[src/rtl/msa_cc_pkg.sv]
// Shared types, constants and residue code tables for the column consensus block.
package msa_cc_pkg;

  localparam int NUM_SYMBOLS = 21;
  localparam int SYM_W = 5;
  localparam int GAP_INDEX = 20;
  localparam logic [7:0] GAP_CHAR = 8'h2D;
  localparam int CODON_LEN = 3;
  localparam int CNT_LIMIT = 8191;
  localparam int IDENT_W = 17;
  localparam int FRAC_BITS = 16;
  localparam int POS_W = 24;
  localparam int COORD_W = 25;
  localparam int QUEUE_DEPTH = 4;
  localparam int QPTR_W = 2;
  localparam logic [7:0] CASE_OFFSET = 8'h20;
  localparam logic [7:0] LOWER_FIRST = 8'h61;
  localparam logic [7:0] LOWER_LAST = 8'h7A;

  localparam logic [7:0] UPPER_CODES [NUM_SYMBOLS] = '{
    8'h41, 8'h56, 8'h4C, 8'h49, 8'h50, 8'h46, 8'h57, 8'h4D, 8'h47, 8'h53, 8'h54,
    8'h43, 8'h59, 8'h4E, 8'h51, 8'h44, 8'h45, 8'h4B, 8'h52, 8'h48, 8'h2D
  };

  localparam logic [7:0] LOWER_CODES [NUM_SYMBOLS] = '{
    8'h61, 8'h76, 8'h6C, 8'h69, 8'h70, 8'h66, 8'h77, 8'h6D, 8'h67, 8'h73, 8'h74,
    8'h63, 8'h79, 8'h6E, 8'h71, 8'h64, 8'h65, 8'h6B, 8'h72, 8'h68, 8'h2D
  };

  typedef struct packed {
    logic [7:0] residue;
    logic [7:0] ref_residue;
    logic       last_in_column;
  } in_t;

  typedef struct packed {
    logic [7:0]         consensus_residue;
    logic [7:0]         gap_filled_residue;
    logic [IDENT_W-1:0] identity_fraction;
    logic               coord_valid;
    logic [COORD_W-1:0] coord_start;
    logic [COORD_W-1:0] coord_end;
  } out_t;

  typedef struct packed {
    logic             known;
    logic [SYM_W-1:0] sym;
    logic             last;
    logic             ref_gap;
  } entry_t;

  function automatic logic [7:0] upper_code(input logic [SYM_W-1:0] idx);
    logic [7:0] code;
    code = UPPER_CODES[0];
    for (int k = 0; k < NUM_SYMBOLS; k++) begin
      if (idx == SYM_W'(k)) begin
        code = UPPER_CODES[k];
      end
    end
    return code;
  endfunction

  function automatic logic [7:0] lower_code(input logic [SYM_W-1:0] idx);
    logic [7:0] code;
    code = LOWER_CODES[0];
    for (int k = 0; k < NUM_SYMBOLS; k++) begin
      if (idx == SYM_W'(k)) begin
        code = LOWER_CODES[k];
      end
    end
    return code;
  endfunction

endpackage

[src/rtl/msa_column_consensus_top.sv]
// Top level of the protein alignment column consensus block with its register port.
// Residues transfer in at one per cycle within a column while the four-entry queue has room.
// On the last residue of a column the back end stops taking entries while it scans the
// symbol counters for the first strict maximum, runs a restoring division for the Q1.16
// identity and loads the output register, which waits on out_ready. The queue absorbs up
// to four residues of the next column during that time.
// The only register is start_position at address 0 (reset value 1).
module msa_column_consensus_top #(
  parameter int MAX_SEQUENCES = 4096,
  parameter int MAX_COLUMNS = 8192
) (
  input  logic                  clk,
  input  logic                  rst,
  input  logic                  in_valid,
  output logic                  in_ready,
  input  msa_cc_pkg::in_t       in_data,
  output logic                  out_valid,
  input  logic                  out_ready,
  output msa_cc_pkg::out_t      out_data,
  input  logic                  psel,
  input  logic                  penable,
  input  logic                  pwrite,
  input  logic [1:0]            paddr,
  input  logic [31:0]           pwdata,
  output logic [31:0]           prdata,
  output logic                  pready
);
  import msa_cc_pkg::*;

  logic [POS_W-1:0] start_position;
  entry_t           front_entry;
  entry_t           q_entry;
  logic             q_valid;
  logic             q_ready;

  assign pready = 1'b1;
  assign prdata = (paddr == 2'd0) ? {{(32 - POS_W){1'b0}}, start_position} : '0;

  always_ff @(posedge clk) begin
    if (rst) begin
      start_position <= POS_W'(1);
    end else if (psel && penable && pwrite && pready && paddr == 2'd0) begin
      start_position <= pwdata[POS_W-1:0];
    end
  end

  msa_cc_front u_front (
    .in_data (in_data),
    .entry   (front_entry)
  );

  msa_cc_queue u_queue (
    .clk        (clk),
    .rst        (rst),
    .push_valid (in_valid),
    .push_ready (in_ready),
    .push_entry (front_entry),
    .pop_valid  (q_valid),
    .pop_ready  (q_ready),
    .pop_entry  (q_entry)
  );

  msa_cc_back #(
    .MAX_SEQUENCES (MAX_SEQUENCES),
    .MAX_COLUMNS   (MAX_COLUMNS)
  ) u_back (
    .clk            (clk),
    .rst            (rst),
    .q_valid        (q_valid),
    .q_ready        (q_ready),
    .q_entry        (q_entry),
    .start_position (start_position),
    .out_valid      (out_valid),
    .out_ready      (out_ready),
    .out_data       (out_data)
  );

endmodule

[src/rtl/msa_cc_front.sv]
// Front end: upper-case and classify each residue into a symbol index.
module msa_cc_front (
  input  msa_cc_pkg::in_t    in_data,
  output msa_cc_pkg::entry_t entry
);
  import msa_cc_pkg::*;

  logic [7:0] folded;

  always_comb begin
    folded = in_data.residue;
    if (in_data.residue >= LOWER_FIRST && in_data.residue <= LOWER_LAST) begin
      folded = in_data.residue - CASE_OFFSET;
    end
    entry.known = 1'b0;
    entry.sym = '0;
    for (int k = 0; k < NUM_SYMBOLS; k++) begin
      if (folded == UPPER_CODES[k]) begin
        entry.known = 1'b1;
        entry.sym = SYM_W'(k);
      end
    end
    entry.last = in_data.last_in_column;
    entry.ref_gap = (in_data.ref_residue == GAP_CHAR);
  end

endmodule

[src/rtl/msa_cc_queue.sv]
// Short queue of classified residues between front and back end.
module msa_cc_queue (
  input  logic               clk,
  input  logic               rst,
  input  logic               push_valid,
  output logic               push_ready,
  input  msa_cc_pkg::entry_t push_entry,
  output logic               pop_valid,
  input  logic               pop_ready,
  output msa_cc_pkg::entry_t pop_entry
);
  import msa_cc_pkg::*;

  entry_t            slots [QUEUE_DEPTH];
  logic [QPTR_W-1:0] wr_ptr;
  logic [QPTR_W-1:0] rd_ptr;
  logic [QPTR_W:0]   fill;
  logic              do_push;
  logic              do_pop;

  assign push_ready = (fill != (QPTR_W+1)'(QUEUE_DEPTH));
  assign pop_valid = (fill != '0);
  assign pop_entry = slots[rd_ptr];
  assign do_push = push_valid && push_ready;
  assign do_pop = pop_valid && pop_ready;

  always_ff @(posedge clk) begin
    if (do_push) begin
      slots[wr_ptr] <= push_entry;
    end
  end

  always_ff @(posedge clk) begin
    if (rst) begin
      wr_ptr <= '0;
      rd_ptr <= '0;
      fill <= '0;
    end else begin
      if (do_push) begin
        wr_ptr <= wr_ptr + 1'b1;
      end
      if (do_pop) begin
        rd_ptr <= rd_ptr + 1'b1;
      end
      if (do_push && !do_pop) begin
        fill <= fill + 1'b1;
      end else if (do_pop && !do_push) begin
        fill <= fill - 1'b1;
      end
    end
  end

endmodule

[src/rtl/msa_cc_back.sv]
// Back end: count symbols, scan for the leader, divide for identity, emit the result.
module msa_cc_back #(
  parameter int MAX_SEQUENCES = 4096,
  parameter int MAX_COLUMNS = 8192
) (
  input  logic                             clk,
  input  logic                             rst,
  input  logic                             q_valid,
  output logic                             q_ready,
  input  msa_cc_pkg::entry_t               q_entry,
  input  logic [msa_cc_pkg::POS_W-1:0]     start_position,
  output logic                             out_valid,
  input  logic                             out_ready,
  output msa_cc_pkg::out_t                 out_data
);
  import msa_cc_pkg::*;

  localparam int CNT_CAP = (MAX_SEQUENCES < CNT_LIMIT) ? MAX_SEQUENCES : CNT_LIMIT;
  localparam int CNT_W = $clog2(CNT_CAP + 1);
  localparam int MAP_W = $clog2(MAX_COLUMNS + 1);
  localparam int STEP_W = $clog2(FRAC_BITS + 1);

  typedef enum logic [1:0] {S_COUNT, S_SCAN, S_DIV, S_EMIT} state_t;

  state_t              state;
  logic [CNT_W-1:0]    counts [NUM_SYMBOLS];
  logic [CNT_W-1:0]    seq;
  logic                ref_gap;
  logic [SYM_W-1:0]    scan_idx;
  logic [CNT_W-1:0]    best;
  logic [SYM_W-1:0]    lead;
  logic [SYM_W-1:0]    prev;
  logic [STEP_W-1:0]   div_step;
  logic [CNT_W:0]      rem;
  logic [IDENT_W-1:0]  quot;
  logic [MAP_W-1:0]    mapped;

  logic                pop;
  logic                take_lead;
  logic [CNT_W-1:0]    best_next;
  logic [CNT_W:0]      trial;
  logic                fits;
  logic                emit;
  logic [COORD_W-1:0]  base;

  assign q_ready = (state == S_COUNT);
  assign pop = q_valid && q_ready;
  assign take_lead = (counts[0] > best);
  assign best_next = take_lead ? counts[0] : best;
  assign trial = (div_step == '0) ? rem : {rem[CNT_W-1:0], 1'b0};
  assign fits = (trial >= {1'b0, seq});
  assign emit = (state == S_EMIT) && (!out_valid || out_ready);
  assign base = COORD_W'(start_position) + COORD_W'({mapped, 1'b0}) + COORD_W'(mapped);

  for (genvar k = 0; k < NUM_SYMBOLS; k++) begin : g_cnt
    always_ff @(posedge clk) begin
      if (rst) begin
        counts[k] <= '0;
      end else if (state == S_SCAN) begin
        if (k == NUM_SYMBOLS - 1) begin
          counts[k] <= '0;
        end else begin
          counts[k] <= counts[(k + 1) % NUM_SYMBOLS];
        end
      end else if (pop && q_entry.known && q_entry.sym == SYM_W'(k)
                   && counts[k] < CNT_W'(CNT_CAP)) begin
        counts[k] <= counts[k] + 1'b1;
      end
    end
  end

  always_ff @(posedge clk) begin
    if (rst) begin
      state <= S_COUNT;
      seq <= '0;
      mapped <= '0;
      out_valid <= 1'b0;
    end else begin
      if (emit) begin
        out_valid <= 1'b1;
      end else if (out_valid && out_ready) begin
        out_valid <= 1'b0;
      end
      unique case (state)
        S_COUNT: begin
          if (pop) begin
            if (seq < CNT_W'(CNT_CAP)) begin
              seq <= seq + 1'b1;
            end
            if (q_entry.last) begin
              ref_gap <= q_entry.ref_gap;
              scan_idx <= '0;
              best <= '0;
              lead <= '0;
              prev <= '0;
              state <= S_SCAN;
            end
          end
        end
        S_SCAN: begin
          best <= best_next;
          if (take_lead) begin
            prev <= lead;
            lead <= scan_idx;
          end
          scan_idx <= scan_idx + 1'b1;
          if (scan_idx == SYM_W'(NUM_SYMBOLS - 1)) begin
            rem <= {1'b0, best_next};
            div_step <= '0;
            state <= S_DIV;
          end
        end
        S_DIV: begin
          rem <= fits ? (trial - {1'b0, seq}) : trial;
          quot <= {quot[IDENT_W-2:0], fits};
          div_step <= div_step + 1'b1;
          if (div_step == STEP_W'(FRAC_BITS)) begin
            state <= S_EMIT;
          end
        end
        S_EMIT: begin
          if (emit) begin
            out_data.consensus_residue <= upper_code(lead);
            out_data.gap_filled_residue <= (lead == SYM_W'(GAP_INDEX)) ? lower_code(prev)
                                                                        : upper_code(lead);
            out_data.identity_fraction <= quot;
            out_data.coord_valid <= !ref_gap;
            out_data.coord_start <= ref_gap ? '0 : base - 1'b1;
            out_data.coord_end <= ref_gap ? '0 : base + COORD_W'(CODON_LEN - 1);
            if (!ref_gap && mapped < MAP_W'(MAX_COLUMNS)) begin
              mapped <= mapped + 1'b1;
            end
            seq <= '0;
            state <= S_COUNT;
          end
        end
        default: begin
          state <= S_COUNT;
        end
      endcase
    end
  end

endmodule
[config.mk]
export PLATFORM = sky130hd
export DESIGN_NAME = msa_column_consensus_top
export DESIGN_NICKNAME = d
export VERILOG_FILES = /design/src/rtl/msa_cc_pkg.sv /design/src/rtl/msa_column_consensus_top.sv /design/src/rtl/msa_cc_front.sv /design/src/rtl/msa_cc_queue.sv /design/src/rtl/msa_cc_back.sv
export SDC_FILE = /design/constraint.sdc
export NUM_CORES = 1
export LEC_CHECK = 0
export BUFFER_PORTS_ARGS = -buffer_cell sky130_fd_sc_hd__buf_2
export CORE_ASPECT_RATIO = 1.5
export CORE_MARGIN = 3
export CORE_UTILIZATION = 40
export CTS_BUF_LIST = sky130_fd_sc_hd__clkbuf_8
export DETAILED_ROUTE_END_ITERATION = 12
export PLACE_DENSITY = 0.59
export REMOVE_ABC_BUFFERS = 1
export SYNTH_ARGS = -nofsm -noshare
export SYNTH_HDL_FRONTEND = slang
export SYNTH_HIERARCHICAL = 1
export SYNTH_SLANG_ARGS = --single-unit
[constraint.sdc]
create_clock -name clk -period 7.3 [get_ports clk]
set_input_delay 0.365 -clock clk [delete_from_list [all_inputs] [get_ports clk]]
set_output_delay 0.365 -clock clk [all_outputs]
set_load 0.02 [all_outputs]
==> key figures <==
Status
  • Outcome: finished, final reports clean

Synth
  • Cell count after synthesis: 2,791
  • Dominant synthesized flop cell: edfxtp_1
  • Largest family of logic cells by synthesized area: simple AND/OR/NAND/NOR gates
  • Simple-Gate Fraction of Synth Area: 18.3%
  • Area leader, netlist: edfxtp_1
  • Synth async-reset ratio: 0%
  • Yosys warns: 6
  • Synth Area in Compound Gates: 10.0%
  • Mux cell area share after synthesis: 3.16%
  • Ranking of synthesized cells by area: edfxtp_1, xnor2_1, o21ai_0, nand2_1, dfxtp_1
  • Synth Area in XOR/XNOR: 9.21%
  • Post-synth top area share: 46.8%
  • Post-synthesis adder-cell area fraction: 4.77%
  • Yosys reg bits: 515
  • Number of synthesized flops with an enable pin: 452
  • Syn Area/Cell: 10.4 sq um
  • Post-Syn Area: 29,000 sq um
  • Synth cell types: 103
  • Register area share after synthesis: 51.2%

Setup path
  • Setup crit start kind: register
  • Critical Path RT: 7.68 ns
  • Critical Path, Cell by Cell: inv_1, ha_1, nor4b_2, buf_4, mux2_2, fa_1, a21o_1, a21oi_1, o21bai_1, a2111oi_0, o31ai_1, o31ai_2, buf_4, nor2_1, a311oi_1, a21oi_1
  • Setup CP Type: register to register
  • CP max stage delay: 0.74 ns
  • Worst R2R Start: u_back/div_step[0]$_SDFFCE_PN0P_
  • CP startpoint: u_back/div_step[0]$_SDFFCE_PN0P_
  • Slowest cell on the critical path: a2111oi_0
  • Crit path max fanout: 21
  • Setup crit end kind: register
  • Crit path DAT: 5.17 ns

CTS
  • Post-CTS Resized: 0
  • H-tree levels: 3
  • Num CTS Buffers: 82
  • CTS Buffer Depth: 3
  • Clk sinks: 515
  • CTS tree: yes
  • CTS clk-pin slew, worst paths: 0.06 ns
  • Clock root buffer: clkbuf_8
  • Clk_lat worst skew: 0.67 ns

STA
  • Setup slack after layout: 2.51 ns
  • Final setup violation count: 0
  • Min Hold Slack: 0.0883 ns
  • RSZ-0062 raised after global routing: no
  • Slew Limit Fails: 0
  • Final worst-path cycle share: 65.6%
  • Least-Margin Pin Slew: 1.20 ns
  • Min Tclk post-route: 4.79 ns
  • Fmax achieved: 0.209 GHz
  • Fin Clk Skew: 0.0299 ns
  • Hold Vio Cnt, Final: 0
  • Slew headroom: 20.3%
  • Final setup TNS: 0 ns

Layout
  • Layout area overhead: 11.4%
  • Commonest non-fill, non-tap cell in the layout: edfxtp_1
  • Final instance area: 32,300 sq um
  • Area of the multi-input gates: 13,300 sq um
  • Nets: 3,113
  • Fraction of layout cells with a size suffix above 1: 11.6%
  • Most frequent cells in the layout: edfxtp_1, nand2_1, o21ai_0, nor2_1, xnor2_1
  • Fill cells: 6,788
  • Reg area: 14,800 sq um

Placement
  • Hpwl dp: 45.3 mm
  • IO buf count: 157
  • Routability cong.: 0.872
  • Pre-CTS WS: 2.51 ns
  • Placed Area: 30,500 sq um

Floorplanning
  • # rows: 120
  • Die width: 226 microns
  • Die ar.: 75,800 sq um
  • IO Pins: 177
  • Die height: 336 microns
  • Core area: 71,600 sq um
  • Initial Util: 40.5%

Pwr
  • Clock power share: 27.1%
  • Sequential share of power: 50.9%
  • Switch share: 32.5%
  • Cell Pwr Density: 271 nW/um^2
  • Internal power: 5.91 mW
  • Logic gate share of total power: 22.0%
  • Leak Pwr: 11.6 nW
  • Psw: 2.84 mW
  • Max IR drop VDD: 0.182 mV
  • Total power: 8.75 mW

Detailed routing
  • Detail Route Antenna Nets: 0
  • Avg WL per Cell: 16.1 microns
  • Post-DR vias/cell: 5.24
  • Via count: 20,611
  • DR pass1 iterations: 5
  • Post-Route WL: 63.5 mm
  • Residual DRC: 0
  • Drt first-iter violations: 1,239

Global routing
  • Tot GR Track Use: 16.5%
  • Initial antenna violation count: 3
  • Largest net degree at the start of global routing: 262
  • First-pass GRT wire length: 104 mm
  • GR Overflow Total: 0
  • Vias in the first global route: 21,237

Min path
  • Hold WC Path Type: input port to register
  • Hold wc startpoint: in_data[7]

Flow run
  • Max-cap violations: 0
[synthesized netlist by cell type (all sizes together), types with 54 or more instances]
| master | n |
|---|---|
| xnor2 | 180 |
| xor2 | 124 |
| nand2b | 58 |
| o21ai | 295 |
| nand3 | 142 |
| nor2 | 198 |
| and3 | 105 |
| edfxtp | 452 |
| mux2i | 54 |
| ha | 84 |
| inv | 86 |
| clkbuf | 89 |
| dfxtp | 63 |
| a21oi | 62 |
| nand2 | 388 |
[per-stage QoR]
| step | cells | util (%) |
|---|---|---|
| 2_1_floorplan | 2676 | - |
| 3_3_place_gp | 3759 | 42.5 |
| 3_5_place_dp | 3759 | 42.5 |
| 4_1_cts | 3928 | 45.1 |
| 5_1_grt | 3929 | 45.1 |
| 6_report | 3932 | 45.1 |
[critical path, delay by kind of cell, from the launching register on]
family	cells	cell delay, ns
buffers and inverters	3	0.64
AND/OR/NAND/NOR	2	0.29
adder cells (fa/ha/maj)	2	0.61
multiplexers	1	0.40
flip-flops	1	0.43
AO/OA/AOI/OAI	8	2.14
[area by class of cell]
| class | count | share of cell area, % |
|---|---|---|
| inverter | 87 | 1.01 |
| clock buffer | 93 | 3.97 |
| tap | 915 | 3.55 |
| timing repair buffer | 195 | 3.57 |
| sequential | 515 | 46.0 |
| antenna | 4 | 0.0310 |
| multi-input combinational | 2074 | 41.1 |
| clock inverter | 49 | 0.795 |
[power by group through the flow]
stage          Sequential, mW  Clock, mW  Combinational [mW]
2_1_floorplan            4.38          0                1.45
3_3_place_gp             4.49          0                1.86
3_5_place_dp             4.52          0                1.92
4_1_cts                  4.46       2.48                1.95
5_1_grt                  4.54       2.60                2.17
6_report                 4.45       2.37                1.92
[layer usage]
metal / vias up / global-route usage [%] / part of all wire (%)
li1: 10255 / - / -
met5: - / 0 / 0.039
met2: 352 / 30.9 / 53
met4: 4 / 5.37 / 2.4
met1: 9881 / 18.7 / 41
met3: 119 / 2.89 / 3.8
[sequential cells by signal, summed over array words and instances, names as in the netlist, 13 cells and up, named ones only]
register,cells
start_position,24
u_back/best,13
u_back/counts,273
u_back/mapped,14
u_back/out_data,82
u_back/quot,17
u_back/rem,14
u_back/seq,13
u_queue/slots,32
[repair_timing]
action,CTS,global route
hold buffers,27,0
endpoints found under the hold margin,33,0
buffers inserted,0,0
[path summary, 6_finish.rpt]
kind	slack [ns]	endpoint	cells past startpoint
worst max-delay path	2.51	u_back/rem[0]$_DFFE_PP_	16
worst min-delay path	0.09	u_queue/slots[2][0]$_DFFE_PP_	2
worst max register to register	2.51	u_back/rem[0]$_DFFE_PP_	16
worst min register to register	0.42	u_back/out_data[67]$_DFFE_PP_	0
[cell families after synthesis]
family	after synthesis
and+or+nand+nor	1093
DFF	515
AOI/OAI and AO/OA	486
xor gates and xnor gates	304
buffers and inverters	210
adders and majority gates	101
muxes	79
other	3
(Power assumes the default switching activity.)
